===== src/rtl/mrg8_pkg.sv =====
// Shared types, constants and arithmetic helpers of the MRG8 generator.
`timescale 1ns / 1ps

package mrg8_pkg;

  localparam int unsigned RING_DEPTH = 8;
  localparam int unsigned IDX_W      = $clog2(RING_DEPTH);
  localparam logic [IDX_W-1:0] IDX_LAST = IDX_W'(RING_DEPTH - 1);

  localparam int unsigned WORD_W  = 32;
  localparam int unsigned RES_W   = 31;
  localparam int unsigned VALUE_W = 53;
  localparam int unsigned HI_W    = 23;
  localparam int unsigned LO_W    = 30;

  localparam logic [31:0] MOD32     = 32'h7FFF_FFFF;
  localparam logic [31:0] TWO_MOD32 = 32'hFFFF_FFFE;
  localparam logic [31:0] SEED_MUL  = 32'd1812433253;

  typedef enum logic [1:0] {
    OP_SEED = 2'd0,
    OP_INT  = 2'd1,
    OP_UNI  = 2'd2,
    OP_NONE = 2'd3
  } op_t;

  typedef enum logic [1:0] {
    RES_INT,
    RES_UNI,
    RES_STUCK,
    RES_NONE
  } res_kind_t;

  typedef struct packed {
    logic             rd_en;
    logic             rd_rel;    // address relative to the ring pointer
    logic             rd_chk;    // read feeds the stuck check, not the MAC
    logic             rd_last;
    logic [IDX_W-1:0] rd_k;
    logic             acc_clr;
    logic             chk_clr;
    logic             seed_load;
    logic             seed_mul;
    logic             seed_step;
    logic [IDX_W-1:0] seed_idx;
    logic             wr_acc;
    logic             cap_hi;
    logic             res_load;
    res_kind_t        res_kind;
  } dp_cmd_t;

  typedef struct packed {
    logic mac_done;
    logic chk_done;
    logic all_zero;
    logic frac_zero;
    logic slot_free;
  } dp_sts_t;

  function automatic logic [RES_W-1:0] mrg8_coef(input logic [IDX_W-1:0] k);
    logic [RES_W-1:0] c;
    unique case (k)
      3'd0: c = 31'd1089656042;
      3'd1: c = 31'd1906537547;
      3'd2: c = 31'd1764115693;
      3'd3: c = 31'd1304127872;
      3'd4: c = 31'd189748160;
      3'd5: c = 31'd1984088114;
      3'd6: c = 31'd626062218;
      3'd7: c = 31'd1927846343;
    endcase
    return c;
  endfunction

  // 63-bit product mod 2^31-1 by two folds and one conditional subtract
  function automatic logic [RES_W-1:0] mrg8_reduce(input logic [62:0] p);
    logic [32:0] s;
    logic [31:0] t;
    s = {1'b0, p[62:31]} + {2'b0, p[30:0]};
    t = {30'b0, s[32:31]} + {1'b0, s[30:0]};
    if (t >= MOD32) t = t - MOD32;
    return t[RES_W-1:0];
  endfunction

  function automatic logic [RES_W-1:0] mrg8_add_mod(input logic [RES_W-1:0] a,
                                                    input logic [RES_W-1:0] b);
    logic [31:0] s;
    s = {1'b0, a} + {1'b0, b};
    if (s >= MOD32) s = s - MOD32;
    return s[RES_W-1:0];
  endfunction

endpackage


===== src/rtl/mrg8_if.sv =====
// Valid/ready channel interfaces for the MRG8 request and result words.
`timescale 1ns / 1ps

interface mrg8_in_if;
  logic        valid;
  logic        ready;
  logic [1:0]  opcode;
  logic [30:0] seed_value;

  modport source (output valid, output opcode, output seed_value, input ready);
  modport sink   (input valid, input opcode, input seed_value, output ready);
endinterface

interface mrg8_out_if;
  logic        valid;
  logic        ready;
  logic [52:0] value;
  logic        is_uniform;
  logic        stuck;

  modport source (output valid, output value, output is_uniform, output stuck,
                  input ready);
  modport sink   (input valid, input value, input is_uniform, input stuck,
                  output ready);
endinterface


===== src/rtl/mrg8_dp.sv =====
// MRG8 datapath: history ring, shared multiplier, MAC pipeline, result register.
`timescale 1ns / 1ps

module mrg8_dp
  import mrg8_pkg::*;
(
  input  logic              clk,
  input  logic              rst,
  input  dp_cmd_t           cmd,
  input  logic [30:0]       seed_value,
  output dp_sts_t           sts,
  output logic              rsp_valid,
  input  logic              rsp_ready,
  output logic [VALUE_W-1:0] rsp_value,
  output logic              rsp_is_uniform,
  output logic              rsp_stuck
);

  logic [WORD_W-1:0] ring [RING_DEPTH];
  logic [RING_DEPTH-1:0] vld;
  logic [IDX_W-1:0]  ptr;
  logic [IDX_W-1:0]  rd_addr;
  logic [WORD_W-1:0] rdata;

  logic              s1_mac, s1_chk, s1_last;
  logic [IDX_W-1:0]  s1_k;
  logic              s2_valid, s2_last;
  logic              s3_valid, s3_last;

  logic [WORD_W-1:0] a_op, b_op, mix;
  logic [63:0]       mul_out, prod;
  logic [RES_W-1:0]  term, acc;
  logic [WORD_W-1:0] wreg, seed_next;
  logic [HI_W-1:0]   hi;
  logic              zero_all, rd_zero;
  logic              mac_done, chk_done;

  assign rd_addr   = cmd.rd_rel ? (ptr + IDX_LAST - cmd.rd_k) : cmd.rd_k;
  assign mix       = wreg ^ (wreg >> 30);
  assign a_op      = cmd.seed_mul ? SEED_MUL : {1'b0, mrg8_coef(s1_k)};
  assign b_op      = cmd.seed_mul ? mix : rdata;
  assign mul_out   = a_op * b_op;
  assign seed_next = prod[WORD_W-1:0] + {{(WORD_W-IDX_W){1'b0}}, cmd.seed_idx};
  // a word is zero mod M when it is 0, M or 2M
  assign rd_zero   = (rdata == '0) || (rdata == MOD32) || (rdata == TWO_MOD32);

  // ring storage; an entry never written reads as zero
  always_ff @(posedge clk) begin
    if (cmd.seed_load) begin
      ring[0] <= {1'b0, seed_value};
    end else if (cmd.seed_step) begin
      ring[cmd.seed_idx] <= seed_next;
    end else if (cmd.wr_acc) begin
      ring[ptr] <= {1'b0, acc};
    end
    if (cmd.rd_en) begin
      rdata <= vld[rd_addr] ? ring[rd_addr] : '0;
    end
  end

  always_ff @(posedge clk) begin
    if (rst) begin
      vld      <= '0;
      ptr      <= '0;
      s1_mac   <= 1'b0;
      s1_chk   <= 1'b0;
      s1_last  <= 1'b0;
      s2_valid <= 1'b0;
      s2_last  <= 1'b0;
      s3_valid <= 1'b0;
      s3_last  <= 1'b0;
      mac_done <= 1'b0;
      chk_done <= 1'b0;
      zero_all <= 1'b1;
      rsp_valid <= 1'b0;
    end else begin
      if (cmd.seed_load) begin
        vld[0] <= 1'b1;
        ptr    <= '0;
      end else if (cmd.seed_step) begin
        vld[cmd.seed_idx] <= 1'b1;
      end else if (cmd.wr_acc) begin
        vld[ptr] <= 1'b1;
        ptr      <= ptr + 1'b1;
      end
      s1_mac   <= cmd.rd_en & ~cmd.rd_chk;
      s1_chk   <= cmd.rd_en & cmd.rd_chk;
      s1_last  <= cmd.rd_last;
      s2_valid <= s1_mac;
      s2_last  <= s1_last;
      s3_valid <= s2_valid;
      s3_last  <= s2_last;
      mac_done <= s3_valid & s3_last;
      chk_done <= s1_chk & s1_last;
      if (cmd.chk_clr) begin
        zero_all <= 1'b1;
      end else if (s1_chk) begin
        zero_all <= zero_all & rd_zero;
      end
      if (cmd.res_load) begin
        rsp_valid <= 1'b1;
      end else if (rsp_ready) begin
        rsp_valid <= 1'b0;
      end
    end
  end

  always_ff @(posedge clk) begin
    s1_k <= cmd.rd_k;
    if (cmd.seed_mul || s1_mac) begin
      prod <= mul_out;
    end
    if (s2_valid) begin
      term <= mrg8_reduce(prod[62:0]);
    end
    if (cmd.acc_clr) begin
      acc <= '0;
    end else if (s3_valid) begin
      acc <= mrg8_add_mod(acc, term);
    end
    if (cmd.seed_load) begin
      wreg <= {1'b0, seed_value};
    end else if (cmd.seed_step) begin
      wreg <= seed_next;
    end
    if (cmd.cap_hi) begin
      hi <= acc[HI_W-1:0];
    end
    if (cmd.res_load) begin
      unique case (cmd.res_kind)
        RES_INT: begin
          rsp_value      <= {{(VALUE_W-RES_W){1'b0}}, acc};
          rsp_is_uniform <= 1'b0;
          rsp_stuck      <= 1'b0;
        end
        RES_UNI: begin
          rsp_value      <= {hi, acc[LO_W-1:0]};
          rsp_is_uniform <= 1'b1;
          rsp_stuck      <= 1'b0;
        end
        RES_STUCK: begin
          rsp_value      <= '0;
          rsp_is_uniform <= 1'b1;
          rsp_stuck      <= 1'b1;
        end
        RES_NONE: begin
          rsp_value      <= '0;
          rsp_is_uniform <= 1'b0;
          rsp_stuck      <= 1'b0;
        end
      endcase
    end
  end

  assign sts.mac_done  = mac_done;
  assign sts.chk_done  = chk_done;
  assign sts.all_zero  = zero_all;
  assign sts.frac_zero = (hi == '0) && (acc[LO_W-1:0] == '0);
  assign sts.slot_free = ~rsp_valid | rsp_ready;

endmodule


===== src/rtl/mrg8_ctrl.sv =====
// MRG8 controller: sequences seeding, stuck check, MAC draws and result load.
`timescale 1ns / 1ps

module mrg8_ctrl
  import mrg8_pkg::*;
(
  input  logic       clk,
  input  logic       rst,
  input  logic       req_valid,
  input  logic [1:0] req_opcode,
  output logic       req_ready,
  input  dp_sts_t    sts,
  output dp_cmd_t    cmd
);

  typedef enum logic [2:0] {
    S_IDLE,
    S_SEED_MUL,
    S_SEED_STEP,
    S_CHK_ISSUE,
    S_CHK_WAIT,
    S_MAC_ISSUE,
    S_MAC_WAIT,
    S_RESULT
  } state_t;

  state_t           state;
  logic [IDX_W-1:0] k;
  logic             uni;     // current draw belongs to a uniform pair
  logic             second;  // second draw of the pair
  res_kind_t        res_kind;
  op_t              op;

  assign op        = op_t'(req_opcode);
  assign req_ready = (state == S_IDLE);

  always_comb begin
    cmd          = '0;
    cmd.res_kind = res_kind;
    unique case (state)
      S_IDLE: begin
        cmd.seed_load = req_valid && (op == OP_SEED);
      end
      S_SEED_MUL: begin
        cmd.seed_mul = 1'b1;
      end
      S_SEED_STEP: begin
        cmd.seed_step = 1'b1;
        cmd.seed_idx  = k;
      end
      S_CHK_ISSUE: begin
        cmd.rd_en   = 1'b1;
        cmd.rd_chk  = 1'b1;
        cmd.rd_k    = k;
        cmd.rd_last = (k == IDX_LAST);
        cmd.chk_clr = (k == '0);
      end
      S_MAC_ISSUE: begin
        cmd.rd_en   = 1'b1;
        cmd.rd_rel  = 1'b1;
        cmd.rd_k    = k;
        cmd.rd_last = (k == IDX_LAST);
        cmd.acc_clr = (k == '0);
      end
      S_MAC_WAIT: begin
        cmd.wr_acc = sts.mac_done;
        cmd.cap_hi = sts.mac_done & uni & ~second;
      end
      S_RESULT: begin
        cmd.res_load = sts.slot_free;
      end
      default: ;
    endcase
  end

  always_ff @(posedge clk) begin
    if (rst) begin
      state    <= S_IDLE;
      k        <= '0;
      uni      <= 1'b0;
      second   <= 1'b0;
      res_kind <= RES_NONE;
    end else begin
      unique case (state)
        S_IDLE: begin
          if (req_valid) begin
            unique case (op)
              OP_SEED: begin
                k     <= IDX_W'(1);
                state <= S_SEED_MUL;
              end
              OP_INT: begin
                uni    <= 1'b0;
                second <= 1'b0;
                k      <= '0;
                state  <= S_MAC_ISSUE;
              end
              OP_UNI: begin
                k     <= '0;
                state <= S_CHK_ISSUE;
              end
              OP_NONE: begin
                res_kind <= RES_NONE;
                state    <= S_RESULT;
              end
            endcase
          end
        end
        S_SEED_MUL: begin
          state <= S_SEED_STEP;
        end
        S_SEED_STEP: begin
          if (k == IDX_LAST) begin
            k     <= '0;
            state <= S_CHK_ISSUE;
          end else begin
            k     <= k + 1'b1;
            state <= S_SEED_MUL;
          end
        end
        S_CHK_ISSUE: begin
          k <= k + 1'b1;
          if (k == IDX_LAST) state <= S_CHK_WAIT;
        end
        S_CHK_WAIT: begin
          if (sts.chk_done) begin
            if (sts.all_zero) begin
              res_kind <= RES_STUCK;
              state    <= S_RESULT;
            end else begin
              uni    <= 1'b1;
              second <= 1'b0;
              state  <= S_MAC_ISSUE;
            end
          end
        end
        S_MAC_ISSUE: begin
          k <= k + 1'b1;
          if (k == IDX_LAST) state <= S_MAC_WAIT;
        end
        S_MAC_WAIT: begin
          if (sts.mac_done) begin
            priority if (!uni) begin
              res_kind <= RES_INT;
              state    <= S_RESULT;
            end else if (!second) begin
              second <= 1'b1;
              state  <= S_MAC_ISSUE;
            end else if (sts.frac_zero) begin
              second <= 1'b0;
              state  <= S_MAC_ISSUE;
            end else begin
              res_kind <= RES_UNI;
              state    <= S_RESULT;
            end
          end
        end
        S_RESULT: begin
          if (sts.slot_free) state <= S_IDLE;
        end
        default: state <= S_IDLE;
      endcase
    end
  end

endmodule


===== src/rtl/mrg8_random_generator.sv =====
// Top level of the order-8 multiple recursive generator, modulus 2^31-1.
//
//   channel | dir | word fields                    | accepted when
//   --------+-----+--------------------------------+------------------------
//   req     | in  | opcode[1:0], seed_value[30:0]  | req.valid & req.ready
//   rsp     | out | value[52:0], is_uniform, stuck | rsp.valid & rsp.ready
//
// Sequence: an integer draw makes eight ring reads through the single read port,
//   each term through the shared 31x32 multiplier, mod-M fold and accumulate
//   (3 stage drain), then a ring write. A uniform draw adds a stuck sweep over
//   the ring and costs two integer draws per attempt; a seed adds seven
//   multiply/add steps, each a multiply state followed by a step state.
// One word in flight; req.ready is high only while idle. The result register
//   frees the input side as soon as a result is loaded.
// Reset (rst, synchronous): ring reads as all zero, pointer zero, no result.
// A stalled rsp holds its word; the next result waits until the slot frees.
`timescale 1ns / 1ps

module mrg8_random_generator
  import mrg8_pkg::*;
(
  input logic      clk,
  input logic      rst,
  mrg8_in_if.sink  req,
  mrg8_out_if.source rsp
);

  dp_cmd_t cmd;
  dp_sts_t sts;

  // controller: request handshake and sequencing of the datapath
  mrg8_ctrl u_ctrl (
    .clk        (clk),
    .rst        (rst),
    .req_valid  (req.valid),
    .req_opcode (req.opcode),
    .req_ready  (req.ready),
    .sts        (sts),
    .cmd        (cmd)
  );

  // datapath: ring, multiplier, accumulator and the result register
  mrg8_dp u_dp (
    .clk            (clk),
    .rst            (rst),
    .cmd            (cmd),
    .seed_value     (req.seed_value),
    .sts            (sts),
    .rsp_valid      (rsp.valid),
    .rsp_ready      (rsp.ready),
    .rsp_value      (rsp.value),
    .rsp_is_uniform (rsp.is_uniform),
    .rsp_stuck      (rsp.stuck)
  );

endmodule


===== src/flat_wrapper.sv =====
// flat-port wrapper written by rule: the top's interface ports become plain ports
module mrg8_random_generator_flat import mrg8_pkg::*;
  (clk, rst, req_valid, req_opcode, req_seed_value, req_ready, rsp_valid, rsp_value, rsp_is_uniform, rsp_stuck, rsp_ready);
  mrg8_in_if req_i ();
  mrg8_out_if rsp_i ();
  input logic clk;
  input logic rst;
  input wire logic [$bits(req_i.valid)-1:0] req_valid;
  input wire logic [$bits(req_i.opcode)-1:0] req_opcode;
  input wire logic [$bits(req_i.seed_value)-1:0] req_seed_value;
  output wire logic [$bits(req_i.ready)-1:0] req_ready;
  output wire logic [$bits(rsp_i.valid)-1:0] rsp_valid;
  output wire logic [$bits(rsp_i.value)-1:0] rsp_value;
  output wire logic [$bits(rsp_i.is_uniform)-1:0] rsp_is_uniform;
  output wire logic [$bits(rsp_i.stuck)-1:0] rsp_stuck;
  input wire logic [$bits(rsp_i.ready)-1:0] rsp_ready;
  assign req_i.valid = req_valid;
  assign req_i.opcode = req_opcode;
  assign req_i.seed_value = req_seed_value;
  assign req_ready = req_i.ready;
  assign rsp_valid = rsp_i.valid;
  assign rsp_value = rsp_i.value;
  assign rsp_is_uniform = rsp_i.is_uniform;
  assign rsp_stuck = rsp_i.stuck;
  assign rsp_i.ready = rsp_ready;
  mrg8_random_generator u_core (.clk(clk), .rst(rst), .req(req_i), .rsp(rsp_i));
endmodule

===== config.mk =====
export PLATFORM = sky130hd
export DESIGN_NAME = mrg8_random_generator_flat
export DESIGN_NICKNAME = d
export VERILOG_FILES = /design/src/rtl/mrg8_pkg.sv /design/src/rtl/mrg8_if.sv /design/src/rtl/mrg8_dp.sv /design/src/rtl/mrg8_ctrl.sv /design/src/rtl/mrg8_random_generator.sv /design/src/flat_wrapper.sv
export SDC_FILE = /design/constraint.sdc
export NUM_CORES = 2
export LEC_CHECK = 0
export BUFFER_PORTS_ARGS = -buffer_cell sky130_fd_sc_hd__buf_2
export CAP_MARGIN = 30
export CORE_MARGIN = 2
export CORE_UTILIZATION = 55
export DETAILED_ROUTE_END_ITERATION = 6
export PLACE_DENSITY = 0.71
export SKIP_CTS_REPAIR_TIMING = 1
export SLEW_MARGIN = 20
export SYNTH_ARGS = -nofsm -noshare
export SYNTH_HDL_FRONTEND = slang
export SYNTH_SLANG_ARGS = --single-unit

===== constraint.sdc =====
create_clock -name clk -period 11.4 [get_ports clk]
set_clock_uncertainty 0.1 [all_clocks]
set_input_delay 0.57 -clock clk [delete_from_list [all_inputs] [get_ports clk]]
set_output_delay 0.57 -clock clk [all_outputs]
set_load 0.01 [all_outputs]

==> run metrics <==
Via density=6.177; crit end category=flop; clock edge transition at the registers on the reported setup and hold paths=70 ps; CP Launch Type=flop; DR vias=between 40k and 50k; Synth top cells by count=fa_1 (871), inv_1 (832), nand2_1 (821); number of global-route vias before repair=47.04k; first-pass GRT wire length=approximately 310,000 um; NumNets Final=about 7.3k; Worst EP arrival=10,750 ps; grt total ovfl=0; CTS tree=done; synthesized area per cell=10.02 um2; CP max FO=142; CP max stage delay=around 920 ps; max-capacitance violation count=0; final-report max-slew violation count=0; largest delay contributor family on the critical path=adder cells; setup ws final=slightly above 900 ps; Synth area leader=fa_1; Tightest Pin Transition=1113 ps; status=completed; DRT iter0 DRCs=5,536; Min-Delay Path Class=in2reg; num ports=94; async set-reset flop share out of synthesis=0; H-tree depth=2; die outline width=336.8 um; EDFF count, synth=491; ys flop type=edfxtp_1; kind of critical path=reg2reg; slowest CP cell=mux2i_2; maximum clock path buffer count=3; IO buf count=93; final hold viol count=0; starting density of the core=0.5527; Synth area leaders=fa_1 (29%), edfxtp_1 (24%), ha_1 (7.1%), inv_1 (5.1%), nand2_1 (5.1%); Routed WL=roughly 210,000 um; RSZ-0062 raised after global routing=no; most common cell in the netlist=fa_1; core footprint=0.1102 mm2; #FFs+latches synth=slightly below 600; WL/cell=between 20 and 30 um; number of placement rows=122; Area growth, synth to finish=7.533%; clock tree sinks=586; Setup TNS=0 ps; Initial DRT Pass Iterations=7; final setup fails=0; syn nets=7,333; top-area cell type share of the netlist area=0.2863; Min Clock Period, post-route=10,470 ps; largest net degree at the start of global routing=143; Synth Cell Area=between 0.06 and 0.07 mm2; Rel. slew slack=0.2578; die span in y=336.8 um; antenna violation net count after detailed routing=0; CP Buf/Inv Count=4; worst-skew pair later-pin latency=680 ps; Cells after Synth=6,080; Post-DP HPWL=165,300 um; Distinct cells, synth=104; cell mode on critical path=fa_1; CTS root buffer=clkbuf_16; Period Utilization, post-route=0.9188; routability cong.=1.035; sequential share of the synthesized area=0.2733; pre-CTS WS=1190 ps; initial antenna violation count=31; Post-route DRC=0; Die Area=around 0.11 mm2; Num CTS Buffers=59; Peak Freq=around 95 MHz; yosys warns=0; Total GRT Usage=0.3829; Worst EP required=11,680 ps; layout cells sized above 1=0.08728
## sequential cells by signal, summed over array words and instances (netlist names), 2 cells and up, named ones only
signal / flops
u_core.u_dp.ring: 256
u_core.u_dp.prod: 63
u_core.u_dp.rsp_value: 53
u_core.u_dp.rdata: 32
u_core.u_dp.wreg: 32
u_core.u_dp.acc: 31
u_core.u_dp.term: 31
u_core.u_dp.hi: 23
u_core.u_dp.vld: 8
u_core.u_ctrl.k: 3
u_core.u_ctrl.state: 3
u_core.u_dp.ptr: 3
u_core.u_ctrl.res_kind: 2
## cells in the final DEF (no fill, tap or decap), types with 14 or more instances in the layout
| master | netlist | final |
|---|---|---|
| nor2_1 | 489 | 474 |
| a21oi_1 | 265 | 265 |
| nand2_1 | 821 | 817 |
| o211ai_1 | 16 | 16 |
| buf_4 | 1 | 147 |
| ha_1 | 345 | 345 |
| buf_2 | 19 | 105 |
| mux2i_1 | 49 | 42 |
| a21o_1 | 76 | 76 |
| nand4_1 | 49 | 49 |
| fa_1 | 871 | 871 |
| and2_1 | 61 | 60 |
| nor2b_1 | 59 | 59 |
| nor2_4 | 8 | 18 |
| diode_2 | 0 | 17 |
| o21a_1 | 21 | 21 |
| o21ai_0 | 130 | 125 |
| mux4_2 | 66 | 66 |
| xnor2_1 | 116 | 116 |
| or2_2 | 14 | 14 |
| inv_1 | 832 | 832 |
| nor3_1 | 48 | 48 |
| nand2b_1 | 49 | 47 |
| a211oi_1 | 24 | 24 |
| nand3_1 | 78 | 77 |
| edfxtp_1 | 491 | 491 |
| and3_1 | 322 | 320 |
| o21bai_1 | 21 | 21 |
| dfxtp_1 | 95 | 92 |
| nor4_1 | 34 | 34 |
| clkbuf_16 | 0 | 59 |
| xor2_1 | 81 | 81 |
| or3_1 | 14 | 14 |
## final timing paths
| kind | startpoint | depth (start not counted) | to | slack [ps] |
|---|---|---|---|---|
| worst max-delay path | u_core.u_ctrl.state[1]$_SDFFE_PP0P_ | 29 | u_core.u_dp.prod[58]$_DFFE_PP_ | 930 |
| worst min-delay path | req_seed_value[2] | 3 | u_core.u_dp.wreg[2]$_DFFE_PP_ | 120 |
| worst max register to register | u_core.u_ctrl.state[1]$_SDFFE_PP0P_ | 29 | u_core.u_dp.prod[58]$_DFFE_PP_ | 930 |
| worst min register to register | u_core.u_dp.s2_last$_SDFF_PP0_ | 1 | u_core.u_dp.s3_last$_SDFF_PP0_ | 370 |
## tightest hold or removal path, delay by kind of cell
family                 cells  cell delay (ps)
buffers and inverters      1               90
AOI/OAI and AO/OA          1               60
and+or+nand+nor            1               40
## routing by layer
layer,track usage,vias to the layer above,routed length (um)
met4,0.2441,10,17110
met5,0,-,78
met3,0.08667,736,23100
li1,-,19898,-
met1,0.5004,23573,79390
met2,0.5791,2872,94230
## area by class of cell
cell class / count / area [um2]
inverter: 834 / 3131
clock buffer: 61 / 1484
antenna: 17 / 42.54
timing repair buffer: 258 / 1729
multi-input combinational: 4328 / 40010
sequential: 586 / 16650
tap: 1488 / 1862
fill: 9311 / 44710
clock inverter: 51 / 594.3
## through the flow
stage	util	hold WS (ps)	std cells	area, um2
finish	0.5943	124.4	7623	65500
global route	0.5942	136.5	7617	65480
CTS	0.5934	101.1	7600	65400
detailed placement	0.5745	351.7	7488	63320
global placement	0.5732	342.5	7472	63170
floorplan	-	313.8	6080	60910
## logic make-up after synthesis
logic type                 synth area share
AOI/OAI and AO/OA                   0.07105
buffers and inverters               0.07261
DFF                                  0.2733
xor gates and xnor gates            0.02913
and+or+nand+nor                      0.1638
adders and majority gates            0.3571
muxes                               0.03301
Power is not shown: default switching activity piles up to over one toggle a cycle in this logic, so the estimate is an artifact.
